File: src/cmdf_pkg.sv
// Package for the cross median denoise filter: sizes, codes and shared types.
// No dependencies; imported by every module of the block except cmdf_ram.
package cmdf_pkg;

   // Frame limits and pixel format
   localparam int MAX_WIDTH   = 1024;
   localparam int MAX_HEIGHT  = 1024;
   localparam int PIXEL_BITS  = 8;
   localparam int CFG_BITS    = 11;
   localparam int COL_BITS    = $clog2(MAX_WIDTH);
   localparam int ROW_BITS    = $clog2(MAX_HEIGHT);
   localparam int PEND_BITS   = COL_BITS + 1;

   // Register reset values
   localparam logic [CFG_BITS-1:0] WIDTH_RESET  = CFG_BITS'(576);
   localparam logic [CFG_BITS-1:0] HEIGHT_RESET = CFG_BITS'(460);

   // Register map
   localparam int CSR_IDX_BITS = 1;
   localparam logic [CSR_IDX_BITS-1:0] REG_FRAME_WIDTH  = 1'b0;
   localparam logic [CSR_IDX_BITS-1:0] REG_FRAME_HEIGHT = 1'b1;

   // Input action codes
   localparam logic ACT_PUSH  = 1'b0;
   localparam logic ACT_FLUSH = 1'b1;

   // Sorting chain: odd-even transposition over the five cross taps
   localparam int MEDIAN_TAPS = 5;
   localparam int MEDIAN_IDX  = MEDIAN_TAPS / 2;
   localparam int SORT_CELLS  = MEDIAN_TAPS;
   localparam logic PHASE_EVEN = 1'b0;
   localparam logic PHASE_ODD  = 1'b1;

   // Output queue, sized to hold everything in flight
   localparam int PIPE_STAGES   = SORT_CELLS + 1;
   localparam int OUT_DEPTH     = 8;
   localparam int FIFO_PTR_BITS = $clog2(OUT_DEPTH);
   localparam int FIFO_CNT_BITS = $clog2(OUT_DEPTH + 1);
   localparam int OCC_BITS      = $clog2(OUT_DEPTH + PIPE_STAGES + 1);

   typedef logic [PIXEL_BITS-1:0] pix_type;
   typedef logic [MEDIAN_TAPS-1:0][PIXEL_BITS-1:0] pix_vec_type;

   // One transaction moving down the sorting chain
   typedef struct packed {
      logic        valid;
      logic        last;
      pix_vec_type vals;
   } cell_data_type;

   // One result queued for the output channel
   typedef struct packed {
      pix_type filtered;
      logic    last;
   } out_item_type;

endpackage

File: src/cmdf_sort_cell.sv
// One cell of the sorting chain: a compare-exchange round on the five taps.
// Depends on cmdf_pkg; instanced in a row by the top level.
module cmdf_sort_cell import cmdf_pkg::*; (
   input  logic          clock,
   input  logic          reset,
   input  logic          phase,
   input  cell_data_type cell_in,
   output cell_data_type cell_out
);

   pix_vec_type   sorted;
   cell_data_type cell_ff;

   // even round swaps pairs 0-1 and 2-3, odd round swaps 1-2 and 3-4
   always_comb begin
      sorted = cell_in.vals;
      if (phase == PHASE_EVEN) begin
         if (cell_in.vals[0] > cell_in.vals[1]) begin
            sorted[0] = cell_in.vals[1];
            sorted[1] = cell_in.vals[0];
         end
         if (cell_in.vals[2] > cell_in.vals[3]) begin
            sorted[2] = cell_in.vals[3];
            sorted[3] = cell_in.vals[2];
         end
      end else begin
         if (cell_in.vals[1] > cell_in.vals[2]) begin
            sorted[1] = cell_in.vals[2];
            sorted[2] = cell_in.vals[1];
         end
         if (cell_in.vals[3] > cell_in.vals[4]) begin
            sorted[3] = cell_in.vals[4];
            sorted[4] = cell_in.vals[3];
         end
      end
   end

   // hand the round result to the next cell
   always_ff @(posedge clock) begin
      if (reset) begin
         cell_ff.valid <= 1'b0;
      end else begin
         cell_ff.valid <= cell_in.valid;
      end
      cell_ff.last <= cell_in.last;
      cell_ff.vals <= sorted;
   end

   assign cell_out = cell_ff;

endmodule

File: config.mk
export PLATFORM = sky130hd
export DESIGN_NAME = cmdf_sort_cell
export DESIGN_NICKNAME = d
export VERILOG_FILES = /design/src/cmdf_pkg.sv /design/src/cmdf_sort_cell.sv
export SDC_FILE = /design/constraint.sdc
export NUM_CORES = 1
export LEC_CHECK = 0
export BUFFER_PORTS_ARGS = -buffer_cell sky130_fd_sc_hd__buf_2
export CAP_MARGIN = 20
export CORE_MARGIN = 3
export CORE_UTILIZATION = 35
export CTS_CLUSTER_DIAMETER = 120
export DETAILED_ROUTE_END_ITERATION = 8
export PLACE_DENSITY = 0.57
export SLEW_MARGIN = 20
export SYNTH_ARGS = -nofsm -noshare
export SYNTH_HDL_FRONTEND = slang
export SYNTH_SLANG_ARGS = --single-unit
File: constraint.sdc
create_clock -name clock -period 2.3 [get_ports clock]
set_input_delay 0.345 -clock clock [delete_from_list [all_inputs] [get_ports clock]]
set_output_delay 0.345 -clock clock [all_outputs]
set_load 0.05 [all_outputs]
* Word-level counts from Yosys, hierarchy flattened
Cells that the tools add are included. W data, S select, Z words.
Storage, ports and cells: register bits after elaboration 42, input port bits 45, output and inout port bits 42
Cells by class: $lt $le $gt $ge 4, mux-type cells 7
Operator list (count):
- $mux W16 | 4
- $gt A8 B8 Y1 | 4
- $mux W24 | 1
- $mux W8 | 2

* Longest topological paths before layout
depth after elaboration 3, depth in mapped cells 9

* Worst setup path after synthesis
OpenSTA, ideal clock, no wires.
kind input port to flip-flop, start in cell_in[9] (netlist bit), end reg cell_ff (netlist bit cell_out[5]), library setup time 0.121 ns, data arrival time 1.778 ns, slack 0.402 ns, stages 9, path buffers 1, path through inv_1 -> ha_1 -> nor2b_1 -> o211ai_1 -> a21oi_1 -> o22ai_2 -> nor2_2 -> buf_6 -> mux2_2
RTL lines:
- from (decl) | RTL line cmdf_sort_cell.sv:7 | input cell_data_type cell_in,
- to (decl) | RTL line cmdf_sort_cell.sv:12 | cell_data_type cell_ff;

==> summary.txt <==
Outcome
  – Outcome: completed

Drt
  – ANT nets after route: 0
  – DR DRC count: 0
  – Initial drt markers: 86
  – Drt pass-1 iters: 6
  – Vias: between 2,000 and 2,500
  – Routed Wire Length: around 6.0 mm
  – Vias per inst: roughly 5.1
  – Avg WL per Cell: between 10 and 15 um

Cells and area
  – Share of cells above drive strength 1: 33.5%
  – ANT cells: 0
  – Final-stage net count: 420
  – Largest register FFs: 42
  – Layout area overhead: 26.2%
  – Layout fillers: slightly below 700
  – Fin area: approximately 3000 um^2

GRT
  – Grt ovf: 0
  – Tot GR Track Use: between 15 and 20%
  – First-pass GRT wire length: approximately 9.5 mm
  – Initial antenna violation count: 0
  – Vias in the first global route: 2,107
  – Largest net degree at the start of global routing: 17

Synth
  – Count leader, synth: dfxtp_1
  – Commonest cells in the netlist: dfxtp_1, inv_1, ha_1
  – Synth top area share: about a third
  – Number of synthesized register bits: 42
  – Netlist Area Pre-Place: between 2000 and 2500 um^2
  – Number of synthesized flops with an enable pin: 0
  – Synth area leaders: dfxtp_1, ha_1, mux2i_1, inv_1, o21ai_0
  – Yosys warning total: 0
  – Ys async rst share: 0%
  – Cell taking the most area after synthesis: dfxtp_1
  – Mapped Nets: 328
  – Mapped Cells: 251
  – Sequential share of the synthesized area: a little over a third
  – Syn Area/Cell: about 9.5 um^2
  – Netlist cell types: 26
  – Main synth FF type: dfxtp_1

CTS
  – CTS H-Tree Depth: 2
  – Clk buf depth: 2
  – Clk slew on worst S/H paths: 80 ps
  – CTS tree: built
  – Clock buffer count from CTS: 5
  – Post-CTS sizing: 0
  – Setup Buffers After CTS: 0
  – # hold bufs at CTS: 0
  – Clk sink count: 42
  – Clk root buf: clkbuf_8

Power
  – Clock network fraction of total power: 20.6%
  – Maximum vdd drop: 0.219 mV
  – Combinational Power Share: between 40% and 50%
  – Internal power: 1.30 mW
  – Reg power frac: 39.0%
  – Leakage: between 1.5 and 2 nW
  – P_sw: slightly below 0.9 mW
  – Sw frac: about two fifths
  – Power per cell area: 717 nW/um^2
  – Power Total: between 2 and 2.5 mW

Worst setup path
  – CP Launch Type: input pin
  – CP Class: in2reg
  – Crit path to: cell_out[23]
  – Worst endpoint required time: between 2000 and 2500 ps
  – Worst setup path start: cell_in[25]
  – Worst Path Arrival: around 2100 ps
  – Worst setup EP type: flop
  – CP max FO: 9

Worst hold path
  – Worst hold path depth: 1
  – Hold Path Class: in2reg

Timing
  – Post-layout min period: around 1900 ps
  – Fin crit share: between 80% and 90%
  – Worst slew pin tran: around 440 ps
  – RSZ-0062 raised after global routing: no
  – Worst rel slew slack: a little over two thirds
  – F_max: roughly 530 MHz
  – Max Slew Vio Count: 0
  – # setup viols final: 0
  – Setup TNS: 0 ps
  – Final Hold Viols: 0

Die
  – Core Area: 6490 um^2
  – Die height: between 80 and 90 um
  – I/O Pins: between 80 and 90
  – Initial Util: between 30% and 40%
  – Num rows: 29
  – Die area: 7870 um^2
  – Die Span X: between 80 and 90 um

Placed design
  – Port bufs: 86
  – Hpwl dp: between 4 and 5 mm
  – GP Congestion: about 0.8
  – Placed cell areas: 2950 um^2

Run
  – Max Cap Violations: 0
[cell families after synthesis]
logic type | after synthesis | share of synthesized area [%]
DFF | 42 | 35.1
adders and majority gates | 32 | 16.7
AOI/OAI and AO/OA | 60 | 17.5
buffers and inverters | 46 | 7.78
muxes | 35 | 15.1
and+or+nand+nor | 36 | 7.78
[final cells by class]
cell class              instances  area (um^2)  share of cell area [%]
flip-flops and latches         42          841                    27.8
multi-input cells             163         1370                    45.3
well taps                      77         96.3                    3.19
repair buffers                 94          503                    16.6
inverters                      37          139                    4.59
clock buffers                   7         76.3                    2.52
[worst min path at each step]
stage | slack, ps | start | end
detailed placement | 450 | cell_in[40] | cell_out[40]
CTS | 150 | cell_in[40] | cell_out[40]
global route | 140 | cell_in[40] | cell_out[40]
floorplan | 370 | cell_in[40] | cell_out[40]
global placement | 450 | cell_in[40] | cell_out[40]
finish | 150 | cell_in[40] | cell_out[40]
[power by group through the flow]
stage / sequential (mW) / combinational, mW / clock, mW
2_1_floorplan: 1.21 / 0.295 / 0
3_3_place_gp: 0.864 / 0.875 / 0
3_5_place_dp: 0.863 / 0.882 / 0
4_1_cts: 0.847 / 0.885 / 0.477
5_1_grt: 0.856 / 0.950 / 0.501
6_report: 0.846 / 0.876 / 0.447
[per-layer routing]
metal  GRT usage (%)  share of wire (%)
met5               0                  0
met4            4.53               0.66
met3            3.07                5.1
met2            26.9                 48
met1            19.0                 47
[cells in the final DEF, fill, tap and decap left out, types with 5 or more instances in the layout]
cell type and count:
a21oi_1 15, a221oi_1 7, a222oi_1 9, buf_2 86
buf_4 7, clkbuf_8 5, dfxtp_1 42, ha_1 32
inv_1 37, mux2_2 5, mux2i_1 29, nand4_1 8
nor2_1 9, nor3_1 7, o21ai_0 20
[critical path: stages]
cell	delay [ps]
buf_2	120
inv_1	80
ha_1	290
nor2b_1	140
o211ai_1	170
a21oi_1	100
o22ai_2	240
buf_4	250
mux2i_1	220
mux2i_1	100
[stage by stage]
step / cells / setup WS, ps / hold WS (ps) / util (%)
after floorplan: 251 / 402 / 373 / -
after global placement: 413 / 123 / 450 / 45.4
after detailed placement: 413 / 106 / 450 / 45.4
after CTS: 420 / 416 / 146 / 46.6
after global routing: 420 / 268 / 141 / 46.6
final: 420 / 414 / 155 / 46.6
No activity file was read; power rests on OpenSTA's default activity.
