### config.mk
export PLATFORM = sky130hd
export DESIGN_NAME = cmdf_out_fifo
export DESIGN_NICKNAME = d
export VERILOG_FILES = /design/src/cmdf_pkg.sv /design/src/cmdf_out_fifo.sv
export SDC_FILE = /design/constraint.sdc
export NUM_CORES = 1
export LEC_CHECK = 0
export ABC_AREA = 1
export BUFFER_PORTS_ARGS = -buffer_cell sky130_fd_sc_hd__buf_4
export CAP_MARGIN = 20
export CORE_MARGIN = 2
export CORE_UTILIZATION = 40
export DETAILED_ROUTE_END_ITERATION = 16
export PLACE_DENSITY = 0.57
export SLEW_MARGIN = 20
export SYNTH_ARGS = -nofsm -noshare
export SYNTH_HDL_FRONTEND = slang
export SYNTH_SLANG_ARGS = --single-unit
### constraint.sdc
create_clock -name clock -period 1.8 [get_ports clock]
set_input_delay 0.36 -clock clock [delete_from_list [all_inputs] [get_ports clock]]
set_output_delay 0.36 -clock clock [all_outputs]
set_load 0.005 [all_outputs]
### src/cmdf_pkg.sv
// Package for the cross median denoise filter: sizes, codes and shared types.
// No dependencies; imported by every module of the block except cmdf_ram.
package cmdf_pkg;

   // Frame limits and pixel format
   localparam int MAX_WIDTH   = 1024;
   localparam int MAX_HEIGHT  = 1024;
   localparam int PIXEL_BITS  = 8;
   localparam int CFG_BITS    = 11;
   localparam int COL_BITS    = $clog2(MAX_WIDTH);
   localparam int ROW_BITS    = $clog2(MAX_HEIGHT);
   localparam int PEND_BITS   = COL_BITS + 1;

   // Register reset values
   localparam logic [CFG_BITS-1:0] WIDTH_RESET  = CFG_BITS'(576);
   localparam logic [CFG_BITS-1:0] HEIGHT_RESET = CFG_BITS'(460);

   // Register map
   localparam int CSR_IDX_BITS = 1;
   localparam logic [CSR_IDX_BITS-1:0] REG_FRAME_WIDTH  = 1'b0;
   localparam logic [CSR_IDX_BITS-1:0] REG_FRAME_HEIGHT = 1'b1;

   // Input action codes
   localparam logic ACT_PUSH  = 1'b0;
   localparam logic ACT_FLUSH = 1'b1;

   // Sorting chain: odd-even transposition over the five cross taps
   localparam int MEDIAN_TAPS = 5;
   localparam int MEDIAN_IDX  = MEDIAN_TAPS / 2;
   localparam int SORT_CELLS  = MEDIAN_TAPS;
   localparam logic PHASE_EVEN = 1'b0;
   localparam logic PHASE_ODD  = 1'b1;

   // Output queue, sized to hold everything in flight
   localparam int PIPE_STAGES   = SORT_CELLS + 1;
   localparam int OUT_DEPTH     = 8;
   localparam int FIFO_PTR_BITS = $clog2(OUT_DEPTH);
   localparam int FIFO_CNT_BITS = $clog2(OUT_DEPTH + 1);
   localparam int OCC_BITS      = $clog2(OUT_DEPTH + PIPE_STAGES + 1);

   typedef logic [PIXEL_BITS-1:0] pix_type;
   typedef logic [MEDIAN_TAPS-1:0][PIXEL_BITS-1:0] pix_vec_type;

   // One transaction moving down the sorting chain
   typedef struct packed {
      logic        valid;
      logic        last;
      pix_vec_type vals;
   } cell_data_type;

   // One result queued for the output channel
   typedef struct packed {
      pix_type filtered;
      logic    last;
   } out_item_type;

endpackage

### src/cmdf_out_fifo.sv
// Output queue between the sorting chain and the result channel.
// Depends on cmdf_pkg; the top level keeps it from overflowing.
module cmdf_out_fifo import cmdf_pkg::*; (
   input  logic                     clock,
   input  logic                     reset,
   input  logic                     push,
   input  out_item_type             push_data,
   input  logic                     pop,
   output logic                     head_valid,
   output out_item_type             head_data,
   output logic [FIFO_CNT_BITS-1:0] count
);

   out_item_type              entries_ff [OUT_DEPTH];
   logic [FIFO_PTR_BITS-1:0]  wr_ptr_ff, wr_ptr_in;
   logic [FIFO_PTR_BITS-1:0]  rd_ptr_ff, rd_ptr_in;
   logic [FIFO_CNT_BITS-1:0]  count_ff, count_in;

   // pointer and count update
   always_comb begin
      wr_ptr_in = wr_ptr_ff;
      rd_ptr_in = rd_ptr_ff;
      count_in  = count_ff;
      if (push) begin
         wr_ptr_in = (wr_ptr_ff == FIFO_PTR_BITS'(OUT_DEPTH - 1)) ? '0 : wr_ptr_ff + 1'b1;
      end
      if (pop) begin
         rd_ptr_in = (rd_ptr_ff == FIFO_PTR_BITS'(OUT_DEPTH - 1)) ? '0 : rd_ptr_ff + 1'b1;
      end
      if (push && !pop) begin
         count_in = count_ff + 1'b1;
      end else if (pop && !push) begin
         count_in = count_ff - 1'b1;
      end
   end

   always_ff @(posedge clock) begin
      if (reset) begin
         wr_ptr_ff <= '0;
         rd_ptr_ff <= '0;
         count_ff  <= '0;
      end else begin
         wr_ptr_ff <= wr_ptr_in;
         rd_ptr_ff <= rd_ptr_in;
         count_ff  <= count_in;
      end
   end

   // storage
   always_ff @(posedge clock) begin
      if (push) begin
         entries_ff[wr_ptr_ff] <= push_data;
      end
   end

   assign head_valid = (count_ff != '0);
   assign head_data  = entries_ff[rd_ptr_ff];
   assign count      = count_ff;

endmodule

== Word-level counts from Yosys, hierarchy flattened ==
Memory sizes are Yosys's and may differ from the RTL's. A register that Yosys moved wholly into a read port is not among the register bits.
Cells that the tools add are included.
Word-level totals
  input bits: 13
  output and inout bits: 14
  logic and storage cells: 24
  RAM bits: 72
  memories: 1
  register bits: 10
Memories
  entries_ff: depth 8, width 9, read ports 1, clocked after memory_dff 1, wr ports 1, line cmdf_out_fifo.sv:14  | out_item_type entries_ff [OUT_DEPTH];
Operators by class
  reduce and logical (&&, ||, !) cells: 6
  add/sub/neg operators: 4
  equality and inequality tests: 2
  multiplexer cells: 8
Operators by type and width (count)
  $mux W3: 4
  $mux W4: 2
  $add A3 B1 Y3 const B: 2
  $eq A3 B3 Y1 const B: 2
  $add A4 B1 Y4 const B: 1
  $reduce_bool A4 Y1: 1
  $sub A4 B1 Y4 const B: 1
  $logic_and A1 B1 Y1: 2
  $logic_not A1 Y1: 2
  $mux W1: 2
  $reduce_bool A2 Y1: 1

== Depth between registers and ports, before layout ==
Gate-level depths: netlist of the first run.
  depth in word-level cells: 4
  gate-level depth with buffers: 11
  gate-level depth less buffers: 11

== Least setup slack after synthesis of the first run ==
OpenSTA, ideal clock, no wires.
  path type: input port to flip-flop
  from: in pop
  to: reg count_ff[3], in the netlist count[3]
  data required time: 1691 ps
  path slack: 219 ps
  path buffers: 0
  stages on the path: 9
  setup time: 109 ps
  data arrival time: 1472 ps
  path through: inv_1 > ha_1 > inv_1 > ha_1 > or2_2 > nand3_1 > nand3_1 > nand2_1 > inv_1
On the way
  cells in the longest elaborated chain, start to end: 3
  elaborated cells on any way between the ends: 5
  classes of those cells: mux: 1; reduce/logical: 4
RTL lines
  start: declaration: line cmdf_out_fifo.sv:8  | input logic pop,
  $logic_not A1 Y1: line cmdf_out_fifo.sv:30  | if (push && !pop) begin
  $logic_and A1 B1 Y1: line cmdf_out_fifo.sv:30
  $mux W4 or $reduce_bool A2 Y1 (tied branches)
  end signal: assignment: line cmdf_out_fifo.sv:45  | count_ff <= count_in;
  end: declaration: line cmdf_out_fifo.sv:17  | logic [FIFO_CNT_BITS-1:0] count_ff, count_in;
Several ways; a longest one is shown, not always the timed one.
A chain may end at the register's enable or synchronous reset.

==> results list, run 1 <==
* Run status: finished, violations left
- Violated checks: negative setup slack
- Site Rows: 34
- Width of the die: ~100 um
* Fraction of layout cells with a size suffix above 1: 20.42%
- Max-slew violation count: 0
- Clock period minus final worst setup slack: approximately 1.9 ns
- In this run the cell area of the synthesized design comes to 3568 um^2.
* Setup repair after global routing missed its margin: yes
- Synthesis handed over a netlist of around 330 instances.
- HPWL after detailed placement: roughly 4.6 mm
- Summed over all cells, the static leakage comes to ~1.7 nW.
- The first global-routing pass estimated roughly 12 mm of wire.
* Number of global-route vias before repair: 2243
- Syn_nets: between 300 and 400
- The clock tree synthesis step divided the H-tree into 3 levels.
- Final Hold Fails: 0
* Areal power density over the cells: approximately 1000 nW/um^2
- The first detailed-routing pass ran for 4 iterations.
* Cell type contributing the most total cell area after synthesis: sky130_fd_sc_hd__edfxtp_1
- MaxCap Viol Count: 0
* Pin count of the biggest net entering global routing: 37
- Clock network power share: between 30% and 40%
* Number of clock sinks seen by CTS: 85
- CTS root buf: sky130_fd_sc_hd__clkbuf_8
* Number of vias after detailed routing: around 2400
* Crit path required time: roughly 1.4 ns
- Fin nets: 393
- Non-Filler Cell Area, Final: approximately 4200 um^2
- DRC violation count after routing: 0
- The tightest min-delay check is of the input pin to register type.
- Number of inserted diodes: 0
- Number of inserted filler cells in the final layout: ~820
- Arrival time of the worst setup path: roughly 1.5 ns
- Clock-pin slew was measured on the worst setup and hold paths at around 0.090 ns.
- Share of the synthesized area in the top cell type: between 60% and 70%
* Type of origin of the critical path: register
- Global routing consumed, over all layers together, between 10% and 20% of the routing resources.
* Maximum count of clock buffers along a single path: 2
- Total Routed Length: between 7 and 8 mm
* Initial antenna violation count: 0
- For this configuration, the core starts out at a cell density of between 40% and 50%.
- Placer congestion estimate: around 0.76
- Leaving out fill and tap cells, the most frequent cell in the layout is sky130_fd_sc_hd__nor2_1.
- Unique cell type count in the Yosys netlist: 18
- Dividing the detail-routed wire length by the instance count gives ~16 um.
- Of the total power, registers draw a little over half.
* Final global-route overflow total: 0
- Headroom to the max-slew limit came out at between 70% and 80%.
- Share of the clock period used by the worst path: 105.1%
- Terminus of the critical flop-to-flop path: count[3]
- Following the worst setup path forward leads to its endpoint at head_data[4].
* Worst Clk Skew: 0.01483 ns
* Slew @ Worst Pin: around 0.37 ns
* Height of the die: a little under 100 um
- In this run the remaining antenna-violating nets after routing total 0.
- Worst r2r path cells: 6
- During synthesis, Yosys emitted a total of 0 warnings.
- Proportion of power drawn by combinational gates: a little over an eighth
- Yosys attributes the largest share of cell area to sky130_fd_sc_hd__edfxtp_1 (61%), sky130_fd_sc_hd__nor2_1 (9.3%), sky130_fd_sc_hd__dfxtp_1 (7.3%).
- From synthesis to final layout, the design area changed by 18.41%.
- Synthesized area divided by synthesized cell count: 10.85 um^2
- I/O pin count: 27
- Largest fanout of any net on the critical path: 9
- Across all register-to-register paths, the minimum setup slack is about 0.51 ns.
* Endpoint kind of the worst setup timing path: output port
- Buffers added on ports: 26
* Max Clock Freq: between 500 and 600 MHz
* WS Path Type: register to output port
* Switching Fraction: approximately 24%
* Final setup violation count: 9
- Worst-Skew Late Latency: between 0.3 and 0.4 ns
- Total die area: between 9000 and 10000 um^2
- Prior to clock tree synthesis, the placed netlist has a worst setup slack of about 0.019 ns.
- TritonCTS buffer count: 9
* Critical register-to-register path startpoint: count[2]
* Worst vdd ir: 0.4592 mV
* Core Box Area: roughly 8700 um^2
* Flip-flop and latch count after synthesis: between 80 and 90
- For this design the total switching power over the nets is 0.001036 W.
* P_int: roughly 0.0032 W
- The first routing iteration left ~150 violations.
- Dpl cell area: 3913 um^2
- The top cell types in the final layout, fill and taps aside, are sky130_fd_sc_hd__nor2_1 (78), sky130_fd_sc_hd__edfxtp_1 (72), sky130_fd_sc_hd__nand2_1 (58).
- Worst setup slack after layout: -0.09171 ns
- Dividing the detail-routed via count by the number of cells gives between 4 and 5.
- TritonCTS built the clock tree.
- For this run, the register share of the synthesized area comes to approximately two thirds.
[layout make-up]
cell class | instances | area (um^2) | area share, %
timing repair buffer | 43 | 372.9 | 8.824
multi-input combinational | 215 | 999.7 | 23.66
sequential | 85 | 2427 | 57.45
inverter | 18 | 75.07 | 1.777
clock inverter | 5 | 83.83 | 1.984
tap | 108 | 135.1 | 3.198
clock buffer | 11 | 131.4 | 3.109
[worst max-delay path: stages, from the launching register on]
cell and delay, ns:
sky130_fd_sc_hd__dfxtp_4 0.41, sky130_fd_sc_hd__clkbuf_16 0.18, sky130_fd_sc_hd__nor2_1 0.10, sky130_fd_sc_hd__nor2_1 0.04, sky130_fd_sc_hd__o21ai_1 0.08, sky130_fd_sc_hd__nand2_1 0.08, sky130_fd_sc_hd__nand2_1 0.07, sky130_fd_sc_hd__nand2_2 0.07
sky130_fd_sc_hd__buf_4 0.14
[registers in the layout (all words and copies together), names as in the netlist, named ones only]
name / flops
count: 4
entries_ff: 72
rd_ptr_ff: 3
wr_ptr_ff: 3
[repair_timing]
item,CTS,global route
buffers inserted,0,1
pin swaps,2,3
gates cloned,1,1
setup endpoints to repair,9,9
hold buffers,0,0
gates resized for setup,13,13
[per-stage QoR]
stage               setup TNS [ns]  instances  util, %  hold slack [ns]  total power, W
global placement                 0        467    45.08           0.4804        0.002812
floorplan                        0        329        -           0.4291        0.002603
finish                     -0.5617        485    48.69           0.2225        0.004273
CTS                        -0.5878        484    48.14           0.2123        0.004280
detailed placement               0        467    45.08           0.4878        0.002819
global route                -1.680        485    48.69           0.2199        0.004442
[routing by layer]
| metal | vias to the layer above | GRT usage, % | share of wire (%) |
|---|---|---|---|
| li1 | 1186 | - | - |
| met1 | 1141 | 22.13 | 47 |
| met2 | 47 | 26.84 | 48 |
| met3 | 4 | 2.624 | 3.5 |
| met4 | 0 | 7.376 | 1.0 |
| met5 | - | 0 | 0 |
[how the worst min path moves through the flow]
| stage | end | from | slack [ns] | cells after the start |
|---|---|---|---|---|
| after CTS | wr_ptr_ff[1] | reset | 0.21 | 2 |
| after global placement | wr_ptr_ff[0] | wr_ptr_ff[0] | 0.48 | 2 |
| after detailed placement | wr_ptr_ff[0] | wr_ptr_ff[0] | 0.49 | 2 |
| after global routing | wr_ptr_ff[1] | reset | 0.22 | 2 |
| final | wr_ptr_ff[1] | reset | 0.22 | 2 |
| after floorplan | wr_ptr_ff[1] | reset | 0.43 | 1 |
[kinds of logic (layout without fill, tap and decap cells)]
kind of cell,count (synthesis),count (layout),share of synthesized area (%)
AND/OR/NAND/NOR,157,157,16.76
flip-flops,85,85,67.88
AO/OA/AOI/OAI,49,49,6.942
buffers and inverters,29,77,5.154
adder cells (fa/ha/maj),8,8,3.015
XOR/XNOR,1,1,0.2455
[synthesized netlist by cell type]
library cell                n
sky130_fd_sc_hd__nor2_1    88
sky130_fd_sc_hd__edfxtp_1  72
sky130_fd_sc_hd__nand2_1   63
sky130_fd_sc_hd__o21ai_1   30
sky130_fd_sc_hd__inv_1     15
sky130_fd_sc_hd__dfxtp_1   13
sky130_fd_sc_hd__o21ai_0   11
sky130_fd_sc_hd__buf_6      9
sky130_fd_sc_hd__a21oi_1    7
sky130_fd_sc_hd__ha_1       7
sky130_fd_sc_hd__nand3_1    5
sky130_fd_sc_hd__buf_2      2
sky130_fd_sc_hd__inv_4      2
sky130_fd_sc_hd__a211oi_1   1
sky130_fd_sc_hd__clkinv_1   1
sky130_fd_sc_hd__fa_1       1
sky130_fd_sc_hd__or2_2      1
sky130_fd_sc_hd__xor2_1     1
[power groups by stage]
stage          combinational [W]  sequential (W)  clock [W]
2_1_floorplan           0.000326         0.00228          0
3_3_place_gp            0.000527         0.00229          0
3_5_place_dp            0.000534         0.00229          0
4_1_cts                 0.000552         0.00224    0.00148
5_1_grt                 0.000641         0.00225    0.00155
6_report                0.000565         0.00225    0.00146
No activity file was read; power rests on OpenSTA's default activity.
==> run 2: changes to the inputs <==
PLACE_DENSITY = 0.67   (was 0.57)
==> run 2 against run 1 <==
Compared with the run above: the run still ends with negative setup slack left; setup slack improved by 0.049 ns; via count is 2.3% lower; hold slack got worse by 0.0088 ns; maximum frequency grew 2.7%; non-clock buffer count decreased by 1; sequential share of layout area grew 1.3 points; wire length shrank 8.9%; count of clock-buffer cells in the layout shrank 2; global-route usage decreased by 1.4 points; clock skew down 0.0056 ns; die area did not move; critical endpoint is now head_data[5]; largest power group unchanged; highest routed layer unchanged.
==> results list, run 2 (synthesis results as in run 1) <==
* Run status: finished, violations left
- Violated checks: negative setup slack
* Worst max-slew margin expressed relative to the limit: 76.62% (+1.6 points)
- Pin count of the biggest net entering global routing: 37 (unchanged)
- Vias per std cell: 4.800 (-2.1%)
- The final worst setup slack was -0.04233 ns (+0.04938 ns).
- Worst vdd ir: 0.3496 mV (-24%)
- Biggest register: entries_ff
- TritonCTS buffer count: 9 (unchanged)
* Worst-Skew Late Latency: 0.35 ns (about the same)
* TritonCTS clock tree: done
* Register clock-pin slew on the reported worst setup and hold paths: 0.08 ns (about the same)
- The clock sink count was 85 (unchanged).
* Worst Clk Skew: 0.009277 ns (-0.005555 ns)
- Summed negative setup slack over all endpoints: -0.1061 ns (+0.4556 ns)
- Switching Fraction: 24.14% (-0.11 points)
* Areal power density over the cells: 973.7 nW/um^2 (-3.7%)
- Commonest non-fill, non-tap cell in the layout: sky130_fd_sc_hd__nor2_1
- From synthesis to final layout, the design area changed by 15.74%.
* Arrival time of the worst setup path: 1.48 ns (-0.05 ns)
- Setup repair after global routing missed its margin: yes
- The net count reported at finish came to 392 (-0.25%).
- Clock network power share: 31.0% (-3.2 points)
- Width of the die: 98.45 um (unchanged)
- The overall global routing resource usage is 15.18% (-1.4 points).
- Total die area: 9692 um^2 (unchanged)
- The H-tree depth reported by CTS is 3 (unchanged).
* Remaining number of nets flagged by the antenna check after routing: 0 (unchanged)
* Maximum count of clock buffers along a single path: 2 (unchanged)
* Total Routed Length: 6.950 mm (-8.9%)
- Cell Chain, Critical Path: buf_12, nor2_1, nor2_1, o21ai_1, nand2_1, nand2_1, nand2_1, buf_4
- Slew @ Worst Pin: 0.3486 ns (-0.02351 ns)
- DRC violation count after routing: 0 (unchanged)
- Type of origin of the critical path: register
* Number of inserted diodes: 0 (unchanged)
* Reported net switching power: 0.0009707 W (-6.3%)
- HPWL after detailed placement: 4.307 mm (-5.7%)
* Number of global-route vias before repair: 2239 (-0.18%)
- The final hold violation count is 0 (unchanged).
- The footprint of the multi-input gates came to 977.2 um^2 (-2.3%).
* Worst path max stage delay: 0.38 ns (-0.03 ns)
- The share of the clock period used by the worst path after layout was 102.4% (-2.7 points).
- Core Box Area: 8678 um^2 (unchanged)
- Initial antenna violation count: 0 (unchanged)
- The final-report setup violation count is 4 (-5).
* Leak Pwr: 1.634 nW (-1.2%)
- The required time at the endpoint of the critical path is 1.44 ns (about the same).
- Class of the tightest hold or removal check: input pin to register
* Site Rows: 34 (unchanged)
- The final critical path time including I/O delays and setup came to 1.842 ns (-0.04938 ns).
- Violation count after the first detailed-routing iteration: 142 (-6.6%)
- The design internal power was 0.003051 W (-5.7%).
* Cell type group with the largest total delay on the critical path: flip-flops
* Max-slew violation count: 0 (unchanged)
- For this design, the slowest cell found on the critical path is sky130_fd_sc_hd__dfxtp_4.
* Height of the die: 98.45 um (unchanged)
- First-pass GRT wire length: 11.13 mm (-6.7%)
* Number of vias after detailed routing: 2323 (-2.3%)
- The number of fillers in the final layout was 788 (-3.8%).
- Buffers added on ports: 26 (unchanged)
* Pre-CTS worst setup slack: 0.05220 ns (+0.03355 ns)
* MaxCap Viol Count: 0 (unchanged)
- Fraction of layout cells with a size suffix above 1: 17.55% (-2.9 points)
- The worst setup path is of the register to output port kind.
- The area occupied by registers is 2427 um^2 (unchanged).
- Proportion of power drawn by combinational gates: 13.1% (about the same)
* Number of optimization iterations in the first detailed-route pass: 4 (unchanged)
- Most used cells in the layout excluding fill and tap cells: sky130_fd_sc_hd__nor2_1 (83), sky130_fd_sc_hd__edfxtp_1 (72), sky130_fd_sc_hd__nand2_1 (62)
- Count of buffering cells on the critical path with inverters included: 2 (unchanged)
- The number of hold buffers added after CTS was 0 (unchanged).
* Most used cell, CP: sky130_fd_sc_hd__nand2_1
- CTS root buf: sky130_fd_sc_hd__clkbuf_8
- Power share of the sequential group: 55.9% (+3.3 points)
- Number of flip-flops under the largest register name: 72 (unchanged)
- Total design power: 0.004022 W (-5.9%)
- I/O pin count: 27 (unchanged)
- Placer congestion estimate: 0.8195 (+8.4%)
* Endpoint kind of the worst setup timing path: output port
- The starting density of the core came to 41.12% (unchanged).
- The highest net fanout along the worst path is 19 (+10).
- The maximum achievable frequency was 542.8 MHz (+2.7%).
* Worst hold slack across all endpoints: 0.2137 ns (-0.008777 ns)
- The final cell utilization of the core came to 47.59% (-1.1 points).
- Routed length per instance: 14.36 um (-8.7%)
- Final global-route overflow total: 0 (unchanged)
-- run 2: cell types whose count changed in the layout (fill, tap and decap cells not counted), moves of 3 or more --
cell / previous run / this run
sky130_fd_sc_hd__o21ai_1: 34 / 30
sky130_fd_sc_hd__nand2_2: 5 / 1
sky130_fd_sc_hd__clkinv_2: 0 / 3
sky130_fd_sc_hd__nor2_1: 78 / 83
sky130_fd_sc_hd__clkinv_1: 1 / 4
sky130_fd_sc_hd__nand2_1: 58 / 62
sky130_fd_sc_hd__o21ai_0: 7 / 11
sky130_fd_sc_hd__nor2_2: 10 / 5
-- run 2: cell type report --
| class | count | area share, % |
|---|---|---|
| clock buffers | 9 | 2.999 |
| clock inverters | 7 | 1.363 |
| inverters | 18 | 1.818 |
| multi-input cells | 215 | 23.66 |
| flip-flops and latches | 85 | 58.77 |
| well taps | 108 | 3.272 |
| repair buffers | 42 | 8.119 |
-- run 2: path summary, 6_finish.rpt --
kind         cells after the start           end  slack [ns]          from
min reg2reg                      2      register        0.48  rd_ptr_ff[1]
max                              8  head_data[5]       -0.04      register
min                              2  wr_ptr_ff[1]        0.21         reset
max reg2reg                      6      count[3]        0.47      count[2]
-- run 2: stage by stage --
step	area, um^2	std cells
2_1_floorplan	3568	329
3_3_place_gp	3920	468
3_5_place_dp	3920	468
4_1_cts	4114	484
5_1_grt	4130	484
6_report	4130	484
-- run 2: what timing repair did --
item	CTS	global route
buffers inserted	0	0
gates resized for setup	6	6
pin swaps	0	0
endpoints found under the setup margin	9	9
-- run 2: power by group through the flow --
stage | logic, W | clock network (W) | registers, W
final | 0.000527 | 0.00125 | 0.00225
after global routing | 0.000604 | 0.00136 | 0.00225
after CTS | 0.000529 | 0.00127 | 0.00225
after detailed placement | 0.000523 | 0 | 0.00229
after global placement | 0.000513 | 0 | 0.00229
after floorplan | 0.000326 | 0 | 0.00228
-- run 2: worst register-to-register path, cell delays in order (launching register included) --
cell and delay [ns]:
sky130_fd_sc_hd__dfxtp_1 0.41, sky130_fd_sc_hd__ha_1 0.27, sky130_fd_sc_hd__or2_2 0.31, sky130_fd_sc_hd__nand3_1 0.09
sky130_fd_sc_hd__nand3_1 0.07, sky130_fd_sc_hd__nand2_1 0.06, sky130_fd_sc_hd__inv_1 0.03
-- run 2: routing by layer --
metal	track usage (%)	vias up	routed length (um)
li1	-	1183	-
met1	20.97	1076	3109
met2	22.71	59	3354
met3	4.894	5	407
met4	5.479	0	78
met5	0	-	0
